File: config.mk
export PLATFORM = sky130hd
export DESIGN_NAME = double_ended_queue_core
export DESIGN_NICKNAME = d
export VERILOG_FILES = /design/src/sv/dequ_pkg.sv /design/src/sv/dequ_ctrl.sv /design/src/sv/dequ_dpath.sv /design/src/sv/double_ended_queue_core.sv
export VERILOG_INCLUDE_DIRS = /design/src /design/src/sv
export SDC_FILE = /design/constraint.sdc
export NUM_CORES = 2
export LEC_CHECK = 0
export BUFFER_PORTS_ARGS = -buffer_cell sky130_fd_sc_hd__buf_2
export CAP_MARGIN = 20
export CORE_AREA = 2 2 317 476
export DETAILED_ROUTE_END_ITERATION = 7
export DIE_AREA = 0 0 319 478
export HOLD_SLACK_MARGIN = 0.1
export PLACE_DENSITY = 0.75
export SLEW_MARGIN = 25
export SYNTH_ARGS = -nofsm -noshare
export SYNTH_HDL_FRONTEND = slang
export SYNTH_SLANG_ARGS = --single-unit
File: constraint.sdc
create_clock -name clock -period 4.6 [get_ports clock]
set_input_delay 0.23 -clock clock [delete_from_list [all_inputs] [get_ports clock]]
set_output_delay 0.23 -clock clock [all_outputs]
set_load 0.01 [all_outputs]
File: src/sv/assert_macros.svh
// Assertion macros used by the top level of the double-ended queue.
`ifndef ASSERT_MACROS_SVH
`define ASSERT_MACROS_SVH

// Checks a property at every rising clock edge while reset is low.
`define DEQU_ASSERT(label, clk, rst, prop, msg) \
   label: assert property (@(posedge clk) disable iff (rst) (prop)) else $error(msg);

// Checks a property at every rising clock edge, reset included.
`define DEQU_ASSERT_ALWAYS(label, clk, prop, msg) \
   label: assert property (@(posedge clk) (prop)) else $error(msg);

`endif

File: src/sv/dequ_pkg.sv
// Package with the types and codes of the double-ended queue.
`timescale 1ns / 1ps

package dequ_pkg;

   // Fixed widths of the item fields.
   localparam int CMD_WIDTH       = 3;
   localparam int WORD_WIDTH      = 32;
   localparam int COUNT_OUT_WIDTH = 7;

   // Command codes of an input item.
   typedef enum logic [CMD_WIDTH-1:0] {
      CMD_PUSH_BACK  = 3'd0,
      CMD_PUSH_FRONT = 3'd1,
      CMD_POP_BACK   = 3'd2,
      CMD_POP_FRONT  = 3'd3,
      CMD_REVERSE    = 3'd4,
      CMD_STATUS     = 3'd5
   } dequ_cmd_type;

   // Input item.
   typedef struct packed {
      logic [CMD_WIDTH-1:0]  command;
      logic [WORD_WIDTH-1:0] data_in;
   } dequ_req_type;

   // Result item.
   typedef struct packed {
      logic [WORD_WIDTH-1:0]      data_out;
      logic                       data_valid;
      logic                       underflow;
      logic                       overflow;
      logic [COUNT_OUT_WIDTH-1:0] entry_count;
      logic                       is_empty;
   } dequ_rsp_type;

   // Controller states, one-hot.
   typedef enum logic [2:0] {
      ST_IDLE = 3'b001,
      ST_EXEC = 3'b010,
      ST_RESP = 3'b100
   } dequ_state_type;

   // Commands from the controller to the datapath.
   typedef struct packed {
      logic load;
      logic exec;
   } dequ_ctrl_type;

endpackage

File: src/sv/dequ_ctrl.sv
// Controller state machine of the double-ended queue.
`timescale 1ns / 1ps

module dequ_ctrl (
   input  logic                   clock,
   input  logic                   reset,
   input  logic                   start,
   output logic                   busy,
   output logic                   rsp_valid,
   output dequ_pkg::dequ_ctrl_type ctrl
);
   import dequ_pkg::*;

   dequ_state_type state_ff, state_in;

   // Next state: accept, execute, then present the result for one cycle.
   always_comb begin
      unique case (state_ff)
         ST_IDLE: state_in = start ? ST_EXEC : ST_IDLE;
         ST_EXEC: state_in = ST_RESP;
         ST_RESP: state_in = ST_IDLE;
         default: state_in = ST_IDLE;
      endcase
   end

   always_ff @(posedge clock) begin
      if (reset) begin
         state_ff <= ST_IDLE;
      end else begin
         state_ff <= state_in;
      end
   end

   // Outputs decoded from the state.
   assign busy      = (state_ff != ST_IDLE);
   assign rsp_valid = (state_ff == ST_RESP);
   assign ctrl.load = (state_ff == ST_IDLE) && start;
   assign ctrl.exec = (state_ff == ST_EXEC);

endmodule

File: src/sv/dequ_dpath.sv
// Datapath of the double-ended queue: pointers, count, orientation and element memory.
`timescale 1ns / 1ps

module dequ_dpath #(
   parameter int DEPTH      = 64,
   parameter int DATA_WIDTH = 32
) (
   input  logic                   clock,
   input  logic                   reset,
   input  dequ_pkg::dequ_ctrl_type ctrl,
   input  dequ_pkg::dequ_req_type  req_item,
   output dequ_pkg::dequ_rsp_type  rsp_item
);
   import dequ_pkg::*;

   localparam int PW = $clog2(DEPTH);
   localparam int CW = $clog2(DEPTH + 1);
   localparam int SW = PW + 1;

   dequ_req_type            req_ff, req_in;
   logic [PW-1:0]           head_ff, head_in;
   logic [CW-1:0]           count_ff, count_in;
   logic                    rev_ff, rev_in;
   logic                    valid_ff, valid_in;
   logic                    under_ff, under_in;
   logic                    over_ff, over_in;
   logic [DATA_WIDTH-1:0]   rd_data_ff;
   logic [DATA_WIDTH-1:0]   mem [DEPTH];

   logic                    wr_en;
   logic                    rd_en;
   logic [PW-1:0]           mem_addr;
   logic [DATA_WIDTH-1:0]   push_word;
   logic [CMD_WIDTH-1:0]    phys_cmd;
   logic                    full;
   logic                    empty;
   logic [SW-1:0]           tail_sum;
   logic [SW-1:0]           last_sum;
   logic [SW-1:0]           tail_wrap;
   logic [SW-1:0]           last_wrap;
   logic [PW-1:0]           head_prev;
   logic [PW-1:0]           head_next;
   logic [63:0]             word_wide;

   // Slot arithmetic modulo the depth; each sum stays below twice the depth.
   assign full      = (count_ff == CW'(DEPTH));
   assign empty     = (count_ff == '0);
   assign tail_sum  = SW'(head_ff) + SW'(count_ff);
   assign last_sum  = tail_sum - SW'(1);
   assign tail_wrap = (tail_sum >= SW'(DEPTH)) ? tail_sum - SW'(DEPTH) : tail_sum;
   assign last_wrap = (last_sum >= SW'(DEPTH)) ? last_sum - SW'(DEPTH) : last_sum;
   assign head_prev = (head_ff == '0) ? PW'(DEPTH - 1) : head_ff - PW'(1);
   assign head_next = (head_ff == PW'(DEPTH - 1)) ? '0 : head_ff + PW'(1);
   assign push_word = DATA_WIDTH'(req_ff.data_in);

   // When reversed, the logical ends of the push and pop commands swap.
   always_comb begin
      phys_cmd = req_ff.command;
      if (rev_ff && !phys_cmd[2]) begin
         phys_cmd[0] = ~phys_cmd[0];
      end
   end

   // Command execution and next state of the queue registers.
   always_comb begin
      req_in   = ctrl.load ? req_item : req_ff;
      head_in  = head_ff;
      count_in = count_ff;
      rev_in   = rev_ff;
      valid_in = valid_ff;
      under_in = under_ff;
      over_in  = over_ff;
      wr_en    = 1'b0;
      rd_en    = 1'b0;
      mem_addr = head_ff;
      if (ctrl.exec) begin
         valid_in = 1'b0;
         under_in = 1'b0;
         over_in  = 1'b0;
         unique case (phys_cmd)
            CMD_PUSH_BACK: begin
               if (full) begin
                  over_in = 1'b1;
               end else begin
                  wr_en    = 1'b1;
                  mem_addr = PW'(tail_wrap);
                  count_in = count_ff + CW'(1);
               end
            end
            CMD_PUSH_FRONT: begin
               if (full) begin
                  over_in = 1'b1;
               end else begin
                  wr_en    = 1'b1;
                  mem_addr = head_prev;
                  head_in  = head_prev;
                  count_in = count_ff + CW'(1);
               end
            end
            CMD_POP_BACK: begin
               if (empty) begin
                  under_in = 1'b1;
               end else begin
                  rd_en    = 1'b1;
                  valid_in = 1'b1;
                  mem_addr = PW'(last_wrap);
                  count_in = count_ff - CW'(1);
               end
            end
            CMD_POP_FRONT: begin
               if (empty) begin
                  under_in = 1'b1;
               end else begin
                  rd_en    = 1'b1;
                  valid_in = 1'b1;
                  mem_addr = head_ff;
                  head_in  = head_next;
                  count_in = count_ff - CW'(1);
               end
            end
            CMD_REVERSE: begin
               rev_in = ~rev_ff;
            end
            default: begin
               // Status and unused codes leave the queue unchanged.
            end
         endcase
      end
   end

   // Control registers.
   always_ff @(posedge clock) begin
      if (reset) begin
         head_ff  <= '0;
         count_ff <= '0;
         rev_ff   <= 1'b0;
      end else begin
         head_ff  <= head_in;
         count_ff <= count_in;
         rev_ff   <= rev_in;
      end
   end

   // Item and result flag registers.
   always_ff @(posedge clock) begin
      req_ff   <= req_in;
      valid_ff <= valid_in;
      under_ff <= under_in;
      over_ff  <= over_in;
   end

   // Element memory with a registered read port.
   always_ff @(posedge clock) begin
      if (wr_en) begin
         mem[mem_addr] <= push_word;
      end
      if (rd_en) begin
         rd_data_ff <= mem[mem_addr];
      end
   end

   // Result item, valid in the cycle after execution.
   assign word_wide            = 64'(rd_data_ff);
   assign rsp_item.data_out    = valid_ff ? word_wide[WORD_WIDTH-1:0] : '0;
   assign rsp_item.data_valid  = valid_ff;
   assign rsp_item.underflow   = under_ff;
   assign rsp_item.overflow    = over_ff;
   assign rsp_item.entry_count = COUNT_OUT_WIDTH'(count_ff);
   assign rsp_item.is_empty    = empty;

endmodule

File: src/sv/double_ended_queue_core.sv
// Top level of the double-ended queue: controller, datapath and checks.
`timescale 1ns / 1ps

// The queue works on one item at a time. An item is accepted at an edge
// where start is high and busy is low; the next cycle executes it (pointer and
// count update, one access to the element memory), and the cycle after that
// shows the result on rsp_item with rsp_valid high for exactly that one cycle.
// The receiver cannot stall, so it must take the result in that cycle. The
// pacing is set by the controller: busy stays high through the execute
// cycle and the result cycle, and the next item is taken at the edge that ends
// the idle cycle after the result. The result cycle follows execution because
// the element memory has a registered read port. The memory is not cleared at
// reset; only entries that have been pushed are ever popped.

`include "assert_macros.svh"

module double_ended_queue_core #(
   parameter int DEPTH      = 64,
   parameter int DATA_WIDTH = 32
) (
   input  logic                  clock,
   input  logic                  reset,
   input  logic                  start,
   output logic                  busy,
   input  dequ_pkg::dequ_req_type req_item,
   output logic                  rsp_valid,
   output dequ_pkg::dequ_rsp_type rsp_item
);
   import dequ_pkg::*;

   dequ_ctrl_type ctrl;

   // Sequencer.
   dequ_ctrl u_ctrl (
      .clock     (clock),
      .reset     (reset),
      .start     (start),
      .busy      (busy),
      .rsp_valid (rsp_valid),
      .ctrl      (ctrl)
   );

   // Queue state and element memory.
   dequ_dpath #(
      .DEPTH      (DEPTH),
      .DATA_WIDTH (DATA_WIDTH)
   ) u_dpath (
      .clock    (clock),
      .reset    (reset),
      .ctrl     (ctrl),
      .req_item (req_item),
      .rsp_item (rsp_item)
   );

   // Checks on the sequencing and the result flags.
   `DEQU_ASSERT(a_accept_busy, clock, reset,
                (start && !busy) |=> busy,
                "accepted item did not raise busy")
   `DEQU_ASSERT(a_rsp_one_cycle, clock, reset,
                rsp_valid |=> !rsp_valid,
                "result strobe longer than one cycle")
   `DEQU_ASSERT(a_rsp_while_busy, clock, reset,
                rsp_valid |-> (busy && !ctrl.load && !ctrl.exec),
                "result strobe outside the result cycle")
   `DEQU_ASSERT(a_underflow_no_data, clock, reset,
                (rsp_valid && rsp_item.underflow) |->
                   (!rsp_item.data_valid && (rsp_item.data_out == '0)),
                "underflow result carries data")

endmodule
== Yosys cells after proc, flatten, opt, wreduce, memory -nomap -nowiden ==
Memories as Yosys holds them, arrays and structs flattened. A register that Yosys moved wholly into a read port is not among the register bits.
Index checks and enable logic that the tools add are counted.
W data, S select, Z words.

* Add/subtract/negate cells: 8
* Magnitude comparators: 2
* Equality and inequality tests: 13
* Multiplexer cells: 28
* Bitwise operators: 2
* Reduce and logical (&&, ||, !) cells: 13

{| class="wikitable"
|+ Operators by type and width
! operator !! number
|-
| $mux W6 || 9
|-
| $mux W32 || 1
|-
| $pmux W6 S3 || 1
|-
| $sub A6 B1 Y6 const B || 3
|-
| $ge A7 B7 Y1 const B || 2
|-
| $mux W7 || 2
|-
| $pmux W7 S2 || 1
|-
| $sub A7 B1 Y7 const B || 2
|-
| $pmux W6 S2 || 1
|-
| $mux W1 || 11
|-
| $eq A3 B2 Y1 const B || 3
|-
| $add A6 B7 Y7 || 1
|-
| $add A7 B1 Y7 const B || 1
|-
| $eq A7 B7 Y1 const B || 1
|-
| $logic_not A7 Y1 || 1
|-
| $add A6 B1 Y6 const B || 1
|-
| $eq A3 B1 Y1 const B || 2
|-
| $eq A3 B3 Y1 const B || 2
|-
| $eq A6 B6 Y1 const B || 1
|-
| $logic_not A6 Y1 || 1
|-
| $ne A2 B2 Y1 const B || 3
|-
| $pmux W3 S2 || 1
|-
| $reduce_and A4 Y1 || 1
|-
| $reduce_bool A2 Y1 || 2
|-
| 9 further kinds || 12
|}

* Bits in registers: 55
* Bits in writable memories: 2,048
* Input port bits: 38
* Logic and storage cells: 76
* Memories kept: 1

{| class="wikitable"
|+ Memories
! memory !! depth !! bits a word !! read ports !! clocked after memory_dff !! write ports !! line !! source
|-
| u_dpath.mem || 64 || 32 || 1 || 1 || 1 || dequ_dpath.sv:28 || <nowiki>logic [DATA_WIDTH-1:0] mem [DEPTH];</nowiki>
|}

== Depth between registers and ports, before layout ==
* Word-level depth: 9
* Depth in mapped cells: 18

== By module ==
Synthesis repeated with hierarchy kept, for this count alone.

* Cells, all modules: 4,956
* Area total of the unflattened synthesis: 84,126.9 um2

{| class="wikitable"
|+ By module, submodules not included
! module !! instances !! cells an instance !! area each (um2) !! sequential area each (um2)
|-
| dequ_dpath || 1 || 4,942 || 83,996.8 || 63,881.3
|-
| dequ_ctrl || 1 || 14 || 130.1 || 60.1
|}

== Worst setup path before layout ==
Ideal clock, no wire load.

* Path kind: register to register
* Start point: reg u_dpath.count_ff[0]
* End point: mem u_dpath.mem[24][0], enable pin
* Setup time: 0.421 ns
* Data arrival time: 4.540 ns
* Required time: 4.179 ns
* Slack: -0.361 ns
* Cell stages (with the launch flop): 13
* Period minus slack after synthesis: 4.961 ns
* Cell sequence: dfxtp_1 -> ha_1 -> inv_1 -> fa_1 -> ha_1 -> nor2b_1 -> nor3_1 -> o41ai_1 -> o32ai_2 -> clkbuf_1 -> buf_1 -> nand3_1 -> nor2_1

* Cells in the longest elaborated chain, start to end: 7
* Elaborated cells between the ends (all ways): 20
* Classes of those cells: add/sub: 4; order compare: 2; eq/ne: 1; mux: 12; reduce/logical: 1

{| class="wikitable"
|+ RTL lines
! what !! line !! source
|-
| start: declaration || dequ_dpath.sv:22 || <nowiki>logic [CW-1:0] count_ff, count_in;</nowiki>
|-
| start signal: assignment || dequ_dpath.sv:139 || <nowiki>count_ff <= count_in;</nowiki>
|-
| $add A6 B7 Y7 || dequ_dpath.sv:48 || <nowiki>assign tail_sum = SW'(head_ff) + SW'(count_ff);</nowiki>
|-
| $sub A7 B1 Y7 || dequ_dpath.sv:49 || <nowiki>assign last_sum = tail_sum - SW'(1);</nowiki>
|-
| $sub A6 B1 Y6 / $ge A7 B7 Y1 (equally long branches) || dequ_dpath.sv:51 || <nowiki>assign last_wrap = (last_sum >= SW'(DEPTH)) ? last_sum - SW'(DEPTH) : last_sum;</nowiki>
|-
| $mux W6 || dequ_dpath.sv:51 ||
|-
| $mux W6 || dequ_dpath.sv:101 || <nowiki>if (empty) begin</nowiki>
|-
| $pmux W6 S3 || dequ_dpath.sv:80 || <nowiki>unique case (phys_cmd)</nowiki>
|-
| $mux W6 || dequ_dpath.sv:76 || <nowiki>if (ctrl.exec) begin</nowiki>
|-
| end: declaration || dequ_dpath.sv:28 ||
|}

Parallel ways exist; a longest one is shown, timed or not.

== Final worst setup path ==
* Start point: reg u_dpath.count_ff[2]
* End point: reg u_dpath.rd_data_ff[4] (read register of u_dpath.mem), data pin

* Cells in the longest elaborated chain, start to end: 7
* Elaborated cells between the ends (all ways): 18
* Classes of those cells: add/sub: 4; order compare: 2; eq/ne: 1; mux: 10; reduce/logical: 1

{| class="wikitable"
|+ RTL lines
! what !! line !! source
|-
| $add A6 B7 Y7 || dequ_dpath.sv:48 ||
|-
| $sub A7 B1 Y7 || dequ_dpath.sv:49 ||
|-
| $sub A6 B1 Y6 / $ge A7 B7 Y1 (equally long branches) || dequ_dpath.sv:51 ||
|-
| $mux W6 || dequ_dpath.sv:51 ||
|-
| $mux W6 || dequ_dpath.sv:101 ||
|-
| $pmux W6 S3 || dequ_dpath.sv:80 ||
|-
| $mux W6 || dequ_dpath.sv:76 ||
|-
| end: declaration || dequ_dpath.sv:27 || <nowiki>logic [DATA_WIDTH-1:0] rd_data_ff;</nowiki>
|}

Parallel ways exist; a longest one is shown, timed or not.
A chain may end at the register's enable or synchronous reset.

==> metrics.csv <==
metric;value;unit
netlist_area;84000;sq um
ys.flop_type;edfxtp_1;
path_class;reg -> reg;
top_layer_used;met5;
cp.arrival;5.18;ns
synth_edf_count;2118;
io_pins;83;
grt_antenna_before_repair;15;
tightest_slew;1.14;ns
seqPwrFrac;0.569;
synth_area_leader_cell;edfxtp_1;
startpoint_type;flip-flop;
status;complete, no violations;
area_growth;15.4;%
fin_ws;0.0731;ns
comb_power_share;0.029;
wl;249000;um
cpPeakStageDelay;0.64;ns
dpl.cell_count;7645;
finalPower;37800;uW
chipHeight;478;um
setup-violations-final;0;
synth_top_cell_area_share;0.757;
finalMaxSlewViolations;0;
clk_pin_slew_worst_paths;0.07;ns
p_int;30100;uW
pre_cts_ws;-0.215;ns
final_cells;8057;
start_util;0.564;
grt_first_pass_wirelength;356000;um
cts_sinks;2135;
cp.required;5.25;ns
syn-num-nets;5675;
wl_met1;79200;um
met2_wirelength;121000;um
hold_viol_final;0;
hold_class;in -> reg;
yosysWarnings;0;
leakage;0.0314;uW
via_per_inst;6.69;
root_buffer;clkbuf_16;
dieArea;152000;sq um
slew_headroom;0.243;
ant_nets;0;
final_nets;6020;
grt_max_degree;98;
wire_per_inst;30.9;um
path_max_fanout;43;
power_switching;7780;uW
first_global_vias;52576;
synthDistinctLibCells;76;
drive_gt1_frac;0.158;
clk_path_buf_depth;3;
grt_usage;0.323;
clock_latency;0.83;ns
min_period;4.53;ns
cts_tree;yes;
vias;53872;
htreeDepth;4;
grt_setup_unrepaired;false;
maxCapViolCount;0;
drt_iter0_markers;8275;
synth.yosys.seq_area_share;0.761;
hpwl;147000;um
placed_cell_area;90300;sq um
coreArea;149000;sq um
port_buffers;82;
place_congestion;0.936;
worst_setup_path_end_kind;flip-flop;
drc;0;
yosys-top-cells-area;edfxtp_1 76%, nand2_1 5.0%, a21oi_1 4.3%, mux4_2 3.1%, a22oi_1 2.8%;
cp_slowest_cell;or4_1;
path_cells;or4_1 -> o311ai_0 -> a31o_1 -> o221a_4 -> buf_4 -> buf_12 -> buf_12 -> buf_4 -> a21oi_1 -> a22oi_1 -> nand2_1 -> o2111a_1 -> a31o_2 -> nor3_1;
power_density;390;nW/um^2
fmax;0.221;GHz
final_area;96900;sq um
cts_buffers;184;
fp-row-count;174;
die_x;319;um
ys_seq_elements;2135;
finalCritPeriodShare;0.984;
synth.avg_cell_area;14.9;sq um
skew;0.0283;ns
syn_inst;5621;
irDropWorstVdd;0.423;mV
async_flop_share;0;
firstDrtPassIters;6;
pwr-share-clk;0.403;
switching_share;0.205;
wl_met3;28400;um
overflow;0;
## synthesized netlist by cell type (all sizes together) (3+ instances only)
master,number
o22ai,33
a21oi,727
a32o,3
xor2,6
clkbuf,147
nand3,214
a22oi,314
mux2i,31
o2111a,27
o31a,27
nand4,9
o21a,3
a2111oi,30
xnor2,11
nor3b,4
edfxtp,2118
a22o,6
nand2,1125
a31oi,6
dfxtp,17
nor3,43
and3,11
nor2b,4
and2,37
nor2,108
mux4,115
a311oi,13
ha,14
buf,238
or3,6
a211oi,40
a211o,3
a221o,4
inv,15
o21ai,15
nor4,11
a21o,10
a221oi,12
a31o,28
## state kept, by name, summed over array words and instances (netlist names), 2 cells and up
| signal | cells |
|---|---|
| u_dpath.head_ff | 6 |
| u_dpath.push_word | 32 |
| u_dpath.count_ff | 7 |
| u_dpath.rd_data_ff | 32 |
| u_ctrl.state_ff | 3 |
| u_dpath.mem | 2048 |
| u_dpath.phys_cmd | 2 |
## power by group through the flow
stage	clock [uW]	sequential, uW	combinational, uW
after floorplan	0	22100	321
after global placement	0	22000	944
after detailed placement	0	22000	982
after CTS	15300	21500	1030
after global routing	16000	21500	1120
final	15200	21500	1080
## final timing paths
| path | start | slack, ns | end | cells after the start |
|---|---|---|---|---|
| max | u_dpath.count_ff[2] | 0.07 | u_dpath.rd_data_ff[4] | 14 |
| min | req_item[4] | 0.13 | u_dpath.push_word[4] | 2 |
| max reg2reg | u_dpath.count_ff[2] | 0.07 | u_dpath.rd_data_ff[4] | 14 |
| min reg2reg | u_dpath.count_ff[2] | 0.59 | u_dpath.count_ff[2] | 2 |
## placed cells by master (no fill, tap or decap), types with 15 or more instances in the layout
| cell type | instances |
|---|---|
| clkinv_1 | 46 |
| o22ai_1 | 33 |
| nor2_4 | 67 |
| o2111a_1 | 27 |
| nor2_1 | 35 |
| mux2i_1 | 31 |
| a2111oi_0 | 21 |
| clkbuf_1 | 41 |
| and2_1 | 36 |
| a21oi_1 | 725 |
| clkinv_2 | 30 |
| o31a_1 | 27 |
| buf_4 | 247 |
| inv_1 | 15 |
| a211oi_1 | 38 |
| buf_12 | 143 |
| clkbuf_16 | 189 |
| edfxtp_1 | 2118 |
| o21ai_0 | 15 |
| nor3_1 | 43 |
| dfxtp_1 | 16 |
| a31o_2 | 18 |
| mux4_2 | 115 |
| a22oi_1 | 312 |
| nand2_1 | 1123 |
| nand3_1 | 213 |
| buf_2 | 83 |
| dlygate4sd3_1 | 63 |
## through the flow
step	hold slack [ns]	utilization	TNS (ns)
detailed placement	0.408	0.607	-0.597
CTS	0.100	0.650	0
global route	0.108	0.651	0
floorplan	0.329	-	-711.11
finish	0.126	0.651	0
global placement	0.406	0.606	-2.20
## metal layers
metal,track usage,vias to the layer above
met5,0,-
met4,0.222,6
met3,0.0680,789
met2,0.531,4043
met1,0.385,26742
li1,-,22292
## kinds of logic (layout without fill, tap and decap cells)
family	after synthesis	in the layout	share of synthesized area
XOR/XNOR	18	18	0.00206
adder cells (fa/ha/maj)	16	16	0.00256
other	0	6	0
buffers and inverters	400	894	0.0223
AO/OA/AOI/OAI	1323	1323	0.0993
flip-flops	2135	2135	0.761
AND/OR/NAND/NOR	1582	1582	0.0779
multiplexers	147	147	0.0347
## critical path: cells and delay by family, from the launching register on
family / cells / cell delay, ns
buffers and inverters: 4 / 1.00
AOI/OAI and AO/OA: 7 / 1.96
and+or+nand+nor: 3 / 0.93
DFF: 1 / 0.37
## final cells by class
cell class	instances	area, sq um
sequential	2135	63900
fill	9808	52000
multi-input combinational	3086	18800
timing repair buffer	544	5880
clock buffer	230	4880
tap	1936	2420
clock inverter	105	923
inverter	15	56.3
antenna	6	15.0
## repair_timing
item / CTS / global route
pin swaps: 0 / 0
gates resized for setup: 6 / 10
hold endpoints to repair: 52 / 0
setup buffers: 4 / 0
setup endpoints to repair: 8 / 25
hold buffers: 63 / 0
gates cloned: 0 / 0
(Power assumes the default switching activity.)
